==> config.mk <==
export PLATFORM = sky130hd
export DESIGN_NAME = pla_div
export DESIGN_NICKNAME = d
export VERILOG_FILES = /design/src/rtl/pla_pkg.sv /design/src/rtl/pla_div.sv
export SDC_FILE = /design/constraint.sdc
export NUM_CORES = 2
export LEC_CHECK = 0
export BUFFER_PORTS_ARGS = -buffer_cell sky130_fd_sc_hd__buf_2
export CORE_MARGIN = 4
export CORE_UTILIZATION = 45
export DETAILED_ROUTE_END_ITERATION = 10
export GPL_TIMING_DRIVEN = 0
export HOLD_SLACK_MARGIN = 0.05
export PLACE_DENSITY = 0.68
export SYNTH_ARGS = -nofsm -noshare
export SYNTH_HDL_FRONTEND = slang
export SYNTH_SLANG_ARGS = --single-unit
export TNS_END_PERCENT = 50
==> constraint.sdc <==
create_clock -name clock -period 6.55 [get_ports clock]
set_input_delay 0.655 -clock clock [delete_from_list [all_inputs] [get_ports clock]]
set_output_delay 0.655 -clock clock [all_outputs]
set_load 0.01 [all_outputs]
==> src/rtl/pla_pkg.sv <==
// pla_pkg: widths, register indexes and the sideband type of the point light attenuation block.
// Used by pla_sqrt, pla_div and point_light_attenuation_top; depends on nothing.
package pla_pkg;

   localparam int COORD_WIDTH     = 32;
   localparam int ATTEN_FRAC_BITS = 16;
   localparam int Q_FRAC          = 16;

   localparam int DIFF_W   = COORD_WIDTH + 1;
   localparam int COEF_W   = 32;
   localparam int RAD_W    = 31;
   localparam int SQ_W     = 2 * RAD_W;
   localparam int SUM_W    = SQ_W + 2;
   localparam int ROOT_W   = RAD_W;
   localparam int LIN_W    = COEF_W + ROOT_W;
   localparam int S16_W    = SQ_W - Q_FRAC;
   localparam int QSPLIT   = S16_W / 2;
   localparam int QPART_W  = COEF_W + S16_W - QSPLIT;
   localparam int QP_W     = COEF_W + S16_W;
   localparam int QCAP_BIT = 49;
   localparam int T1_W     = LIN_W - Q_FRAC;
   localparam int T2_W     = QCAP_BIT - Q_FRAC + 1;
   localparam int DEN_W    = 48;
   localparam int ATT_W    = ATTEN_FRAC_BITS + 1;
   localparam int FALL_W   = ATTEN_FRAC_BITS;
   localparam int R20_W    = RAD_W + 5;
   localparam int FNUM_W   = R20_W + ATTEN_FRAC_BITS;
   localparam int FDEN_W   = RAD_W + 4;
   localparam int BREM_W   = Q_FRAC + ATTEN_FRAC_BITS + 1;
   localparam int PROD_W   = ATT_W + FALL_W;

   localparam logic [RAD_W-1:0] RADIUS_RESET = RAD_W'(65536);
   localparam logic [ATT_W-1:0] ATT_ONE      = ATT_W'(1) << ATTEN_FRAC_BITS;

   localparam int CSR_IDX_W = 2;
   localparam logic [CSR_IDX_W-1:0] CSR_LINEAR    = 2'd0;
   localparam logic [CSR_IDX_W-1:0] CSR_QUADRATIC = 2'd1;
   localparam logic [CSR_IDX_W-1:0] CSR_RADIUS    = 2'd2;

   typedef struct packed {
      logic outside;
      logic fall_en;
   } pla_tag_type;

endpackage

==> src/rtl/pla_div.sv <==
// pla_div: two restoring dividers in lockstep, one quotient bit per stage each.
// Depends on pla_pkg; forms 2^32/denominator and the radius falloff quotient.
module pla_div (
   input  logic                        clock,
   input  logic                        reset,
   input  logic                        advance,
   input  logic                        in_valid,
   input  pla_pkg::pla_tag_type        in_tag,
   input  logic [pla_pkg::DEN_W-1:0]   in_denom,
   input  logic [pla_pkg::FNUM_W-1:0]  in_fnum,
   input  logic [pla_pkg::FDEN_W-1:0]  in_fden,
   output logic                        out_valid,
   output pla_pkg::pla_tag_type        out_tag,
   output logic [pla_pkg::ATT_W-1:0]   out_att,
   output logic [pla_pkg::FALL_W-1:0]  out_fall
);
   import pla_pkg::*;

   localparam int BCMP_W = DEN_W + ATT_W;
   localparam int FCMP_W = FNUM_W + 1;

   logic              valid_ff [ATT_W];
   pla_tag_type       tag_ff   [ATT_W];
   logic [DEN_W-1:0]  den_ff   [ATT_W];
   logic [FDEN_W-1:0] fden_ff  [ATT_W];
   logic [BREM_W-1:0] brem_ff  [ATT_W];
   logic [FNUM_W-1:0] frem_ff  [ATT_W];
   logic [ATT_W-1:0]  att_ff   [ATT_W];
   logic [FALL_W-1:0] fall_ff  [ATT_W];

   logic              valid_at [ATT_W+1];
   pla_tag_type       tag_at   [ATT_W+1];
   logic [DEN_W-1:0]  den_at   [ATT_W+1];
   logic [FDEN_W-1:0] fden_at  [ATT_W+1];
   logic [BREM_W-1:0] brem_at  [ATT_W+1];
   logic [FNUM_W-1:0] frem_at  [ATT_W+1];
   logic [ATT_W-1:0]  att_at   [ATT_W+1];
   logic [FALL_W-1:0] fall_at  [ATT_W+1];

   assign valid_at[0] = in_valid;
   assign tag_at[0]   = in_tag;
   assign den_at[0]   = in_denom;
   assign fden_at[0]  = in_fden;
   assign brem_at[0]  = BREM_W'(1) << (Q_FRAC + ATTEN_FRAC_BITS);
   assign frem_at[0]  = in_fnum;
   assign att_at[0]   = '0;
   assign fall_at[0]  = '0;

   for (genvar k = 0; k < ATT_W; k++) begin : g_stage
      localparam int J = ATT_W - 1 - k;
      logic [BCMP_W-1:0] bcmp;
      logic              btake;
      logic [BREM_W-1:0] brem_in;
      logic [ATT_W-1:0]  att_in;
      logic [FNUM_W-1:0] frem_in;
      logic [FALL_W-1:0] fall_in;

      always_comb begin
         bcmp    = BCMP_W'(den_at[k]) << J;
         btake   = BCMP_W'(brem_at[k]) >= bcmp;
         brem_in = btake ? brem_at[k] - bcmp[BREM_W-1:0] : brem_at[k];
         att_in  = att_at[k] | (ATT_W'(btake) << J);
      end

      if (k == 0) begin : g_fidle
         assign frem_in = frem_at[k];
         assign fall_in = fall_at[k];
      end else begin : g_fstep
         logic [FCMP_W-1:0] fcmp;
         logic              ftake;
         always_comb begin
            fcmp    = FCMP_W'(fden_at[k]) << J;
            ftake   = FCMP_W'(frem_at[k]) >= fcmp;
            frem_in = ftake ? frem_at[k] - fcmp[FNUM_W-1:0] : frem_at[k];
            fall_in = fall_at[k] | (FALL_W'(ftake) << J);
         end
      end

      always_ff @(posedge clock) begin
         if (reset) begin
            valid_ff[k] <= 1'b0;
         end else if (advance) begin
            valid_ff[k] <= valid_at[k];
         end
      end

      always_ff @(posedge clock) begin
         if (advance) begin
            tag_ff[k]  <= tag_at[k];
            den_ff[k]  <= den_at[k];
            fden_ff[k] <= fden_at[k];
            brem_ff[k] <= brem_in;
            frem_ff[k] <= frem_in;
            att_ff[k]  <= att_in;
            fall_ff[k] <= fall_in;
         end
      end

      assign valid_at[k+1] = valid_ff[k];
      assign tag_at[k+1]   = tag_ff[k];
      assign den_at[k+1]   = den_ff[k];
      assign fden_at[k+1]  = fden_ff[k];
      assign brem_at[k+1]  = brem_ff[k];
      assign frem_at[k+1]  = frem_ff[k];
      assign att_at[k+1]   = att_ff[k];
      assign fall_at[k+1]  = fall_ff[k];
   end

   assign out_valid = valid_at[ATT_W];
   assign out_tag   = tag_at[ATT_W];
   assign out_att   = att_at[ATT_W];
   assign out_fall  = fall_at[ATT_W];

endmodule
After elaboration in Yosys (flattened, before gate mapping). Memories as Yosys holds them, arrays and structs flattened. Index checks and enable logic that the tools add are counted.

Bits in registers: 0. RAM bits: 3468. Input bits: 141. Output and inout port bits: 36. Memories: 8.

$add $sub $neg: 33. $lt $le $gt $ge: 33. Multiplexer cells: 56. Bitwise logic cells: 49.

Memory list: frem_ff (depth 17, bits a word 52, rd ports 16, clocked after memory_dff 0, write ports 17, RTL line pla_div.sv:27) `logic [FNUM_W-1:0] frem_ff [ATT_W];`; den_ff (depth 17, bits a word 48, rd ports 16, clocked after memory_dff 0, write ports 17, RTL line pla_div.sv:24) `logic [DEN_W-1:0] den_ff [ATT_W];`; fden_ff (depth 17, bits a word 35, rd ports 16, clocked after memory_dff 0, write ports 17, RTL line pla_div.sv:25) `logic [FDEN_W-1:0] fden_ff [ATT_W];`; brem_ff (depth 17, bits a word 33, rd ports 16, clocked after memory_dff 0, write ports 17, RTL line pla_div.sv:26) `logic [BREM_W-1:0] brem_ff [ATT_W];`; att_ff (depth 17, bits a word 17, rd ports 17, clocked after memory_dff 0, write ports 17, RTL line pla_div.sv:28) `logic [ATT_W-1:0] att_ff [ATT_W];`; fall_ff (depth 17, bits a word 16, rd ports 17, clocked after memory_dff 0, write ports 17, RTL line pla_div.sv:29) `logic [FALL_W-1:0] fall_ff [ATT_W];`; 2 more memories.

Operator list (number): $mux 52 (16); $mux 33 (17); $sub 33x33->33 (16); $ge 33x64->1 const A (1); $ge 33x63->1 (1); $ge 33x62->1 (1); $ge 33x61->1 (1); $ge 33x60->1 (1); $ge 33x59->1 (1); $ge 33x58->1 (1); $ge 33x57->1 (1); $ge 33x56->1 (1); $ge 33x55->1 (1); $ge 33x54->1 (1); $ge 33x53->1 (1); $ge 33x52->1 (1); $ge 52x35->1 (1); $ge 52x36->1 (1); $ge 52x37->1 (1); $ge 52x38->1 (1); $ge 52x39->1 (1); $ge 52x40->1 (1); $ge 52x41->1 (1); $ge 52x42->1 (1); other kinds (63) (101).

Depth between registers and ports, before layout.
Word-level depth: 4. Depth in mapped cells: 16. Mapped depth without buffers: 15.

Worst setup path after synthesis. OpenSTA, ideal clock, no wires.

Path type: register to register. Start point: memory frem_ff[0][474] (netlist name). End point: memory frem_ff[0][570] (netlist name) (data pin). Library setup time: 258 ps. Data arrival time: 3354 ps. Required time: 6292 ps. Slack: 2938 ps. Stages on the path, launching flop included: 16. Path through: edfxtp_1 inv_1 ha_1 inv_1 fa_1 a21o_1 a31o_2 a221o_1 a211oi_2 o31ai_1 a21oi_1 o21bai_1 a32o_1 nor3b_2 nand2_1 xnor2_1.

RTL lines (RTL line): start: declaration (pla_div.sv:27).

==> impl_metrics.env <==
export IMPL_cp_common_cell="nand2_1"
export IMPL_synthCells=12900
export IMPL_numCtsBuffers=319
export IMPL_synth_common_cells="2,892 x edfxtp_1, 1,219 x inv_1, 1,008 x nand2_1"
export IMPL_post_route_min_period_ns=5.46
export IMPL_min_period_over_period_pct=83.4
export IMPL_synth_cell_types=108
export IMPL_areaGrowthSynthToFinish_pct=12.5
export IMPL_hp_class="input port to flip-flop"
export IMPL_grt_max_degree=191
export IMPL_path_clk_slew_ns=0.06
export IMPL_hold_viol=0
export IMPL_synthTopCellsByArea="edfxtp_1 57%, ha_1 8.0%, a21oi_1 3.1%"
export IMPL_synthXorXnorAreaFrac_pct=5.28
export IMPL_dr_first_iter_drc_count=5328
export IMPL_track_usage_pct=17.1
export IMPL_die_x_um=588
export IMPL_grt_pass1_vias=94400
export IMPL_drc=0
export IMPL_start_util_pct=45.3
export IMPL_postRouteAntennaNets=0
export IMPL_arrival_ns=6.08
export IMPL_placementRows=212
export IMPL_postPlaceCellArea_um2=159000
export IMPL_p_per_area_nw_per_um2=365
export IMPL_die_h_um=588
export IMPL_die_area_um2=346000
export IMPL_max_slew_margin_rel_pct=4.87
export IMPL_core_area_um2=334000
export IMPL_setup_viol=0
export IMPL_first_pass_iters=6
export IMPL_nets=14700
export IMPL_synth_edff_count=2892
export IMPL_maxCapViolCount=0
export IMPL_worst_pin_slew_ns=1.41
export IMPL_final_cell_area_um2=170000
export IMPL_grt_setup_unrepaired="false"
export IMPL_synth_warnings=0
export IMPL_yosysSeqAreaShare_pct=57.3
export IMPL_synthMuxAreaShare_pct=1.92
export IMPL_antenna_found_initial=3
export IMPL_n_fill_cell=29100
export IMPL_viasPerCell=5.20
export IMPL_crit_chain="inv_1 -> ha_1 -> nand2_1 -> nor2_1 -> nand2_1 -> or4b_2 -> nor4_1 -> o21ai_0 -> nand3_1 -> buf_2 -> clkbuf_1 -> a21oi_1"
export IMPL_synth_area_um2=151000
export IMPL_ioPinCount=177
export IMPL_cts_tree="built"
export IMPL_synth_adder_area_share_pct=8.39
export IMPL_setup_tns_ns=0
export IMPL_cp_end_kind="flip-flop"
export IMPL_synth_most_common_cell="edfxtp_1"
export IMPL_grt_pass1_wl_um=487000
export IMPL_worstPathMaxFanout=10
export IMPL_cp_slowest_cell="nor4_1"
export IMPL_outcome="finished clean"
export IMPL_drv_slew=0
export IMPL_clock_root_buffer="clkbuf_16"
export IMPL_wl_per_cell_um=16.6
export IMPL_required_ns=7.17
export IMPL_synth_simple_area_share_pct=9.79
export IMPL_vdd_ir_drop_max_mv=0.243
export IMPL_synth_seq_cells=2892
export IMPL_setup_worst_path_start_class="flip-flop"
export IMPL_critical_path_top_delay_family="simple AND/OR/NAND/NOR gates"
export IMPL_cts_path_max_buffers=4
export IMPL_async_flop_share_pct=0
export IMPL_synth_top_area_share_pct=57.3
export IMPL_htreeDepth=5
export IMPL_clock_sinks=2892
export IMPL_slowest_delay_ns=1.07
export IMPL_synth_compound_area_share_pct=13.3
export IMPL_final_layout_size_suffix_gt1_share_pct=7.93
export IMPL_ys_flop_type="edfxtp_1"
export IMPL_place_gp_congestion=0.928
export IMPL_max_freq_mhz=183
export IMPL_syn_avg_cell_area_um2=11.8
export IMPL_total_leakage_power_nw=67.3
export IMPL_synth_top_family_by_area="compound AO/OA/AOI/OAI gates"
export IMPL_multiInputGateArea_um2=58700
export IMPL_routed_wl_um=304000
export IMPL_ff_latch_area_um2=86800
export IMPL_dpl_hpwl_um=228000
export IMPL_clock_skew_ns=0.0780
export IMPL_critical_path_class="flip-flop to flip-flop"
export IMPL_syn_nets=14000
export IMPL_cts_setup_buffers=0
export IMPL_num_vias=95100
export IMPL_yosysTopAreaCell="edfxtp_1"
export IMPL_hold_buffers=138
export IMPL_power_mw=62.2
export IMPL_portBuffers=176
export IMPL_post_cts_resized=0
export IMPL_worst_skew_pair_late_latency_ns=0.91
export IMPL_worst_path_buf_inv=3
export IMPL_grt_ovfl_total=0
cell type report:
type | count | share of cell area (%)
Tap cell | 4494 | 3.30
Clock inverter | 185 | 1.23
Antenna cell | 5 | 0.00734
Sequential cell | 2892 | 51.0
Clock buffer | 384 | 4.92
Timing Repair Buffer | 335 | 1.63
Multi-Input combinational cell | 8450 | 34.4
Inverter | 1222 | 2.69
Buffer | 325 | 0.831
tightest hold or removal path, delay by kind of cell:
family / cells / cell delay, ns
buf+inv: 1 / 0.08
simple gates: 2 / 0.24
placed cells by master, fill, tap and decap left out, drive strengths merged, types with 51 or more instances in the layout:
| cell type | Yosys | layout |
|---|---|---|
| edfxtp | 2892 | 2892 |
| inv | 1222 | 1238 |
| nand2 | 1008 | 1008 |
| ha | 968 | 968 |
| a21oi | 927 | 927 |
| o21ai | 907 | 907 |
| nor2 | 646 | 646 |
| clkbuf | 234 | 618 |
| xnor2 | 515 | 515 |
| a21o | 508 | 508 |
| xor2 | 399 | 399 |
| buf | 91 | 288 |
| mux2 | 242 | 242 |
| nand3 | 188 | 188 |
| nor3 | 185 | 185 |
| nand4 | 176 | 176 |
| nor4 | 175 | 175 |
| o21bai | 140 | 140 |
| dlygate4sd3 | 0 | 138 |
| nand2b | 137 | 137 |
| nor2b | 132 | 132 |
| o21a | 118 | 118 |
| clkinv | 0 | 115 |
| a31oi | 94 | 94 |
| and3 | 75 | 75 |
| o31ai | 73 | 73 |
| and2 | 70 | 70 |
| a211oi | 68 | 68 |
| or3 | 51 | 51 |
path summary, 6_finish.rpt:
kind                   startpoint              end  slack, ns  cells past startpoint
setup / recovery  fden_ff[0][174]  frem_ff[0][288]       1.09                     12
hold / removal              reset     valid_ff[15]       0.26                      3
setup reg to reg  fden_ff[0][174]  frem_ff[0][288]       1.09                     12
hold reg to reg    fall_ff[1][55]   fall_ff[1][71]       0.40                      0
registers in the layout, summed over array words and instances (netlist names):
register  cells
fden_ff     560
fall_ff     136
den_ff      768
tag_ff       34
brem_ff     392
valid_ff     17
frem_ff     832
att_ff      153
through the flow:
step,hold slack (ns),setup WS [ns],cells,utilization [%]
after floorplan,0.400,2.94,12900,-
after global placement,0.400,-40.47,17600,47.2
after detailed placement,0.405,0.0955,17600,47.4
after CTS,0.154,1.10,18300,50.9
after global routing,0.240,0.592,18300,50.9
final,0.260,1.09,18300,50.9
where the power goes:
group	internal (mW)	total, mW	leakage [nW]	switching (mW)
sequential	24.2	25.9	28.2	1.72
clock	10.6	17.7	5.07	7.18
combinational	7.91	18.5	34.0	10.6
total	42.7	62.2	67.3	19.5
logic make-up (layout without fill, tap and decap cells):
family | Yosys count | after routing
adders and majority gates | 998 | 998
other | 0 | 5
xor gates and xnor gates | 914 | 914
DFF | 2892 | 2892
muxes | 260 | 260
buffers and inverters | 1547 | 2451
and+or+nand+nor | 3048 | 3048
AOI/OAI and AO/OA | 3230 | 3230
layer usage:
layer  vias up  GRT usage (%)  routed length [um]
met2      1762           29.0              143000
met1     43800           21.6              134000
met4         0           8.71               16600
met5         -              0                   0
li1      48900              -                   -
met3       715           1.83                9690
Note: power is estimated with default switching activity, not from simulation.
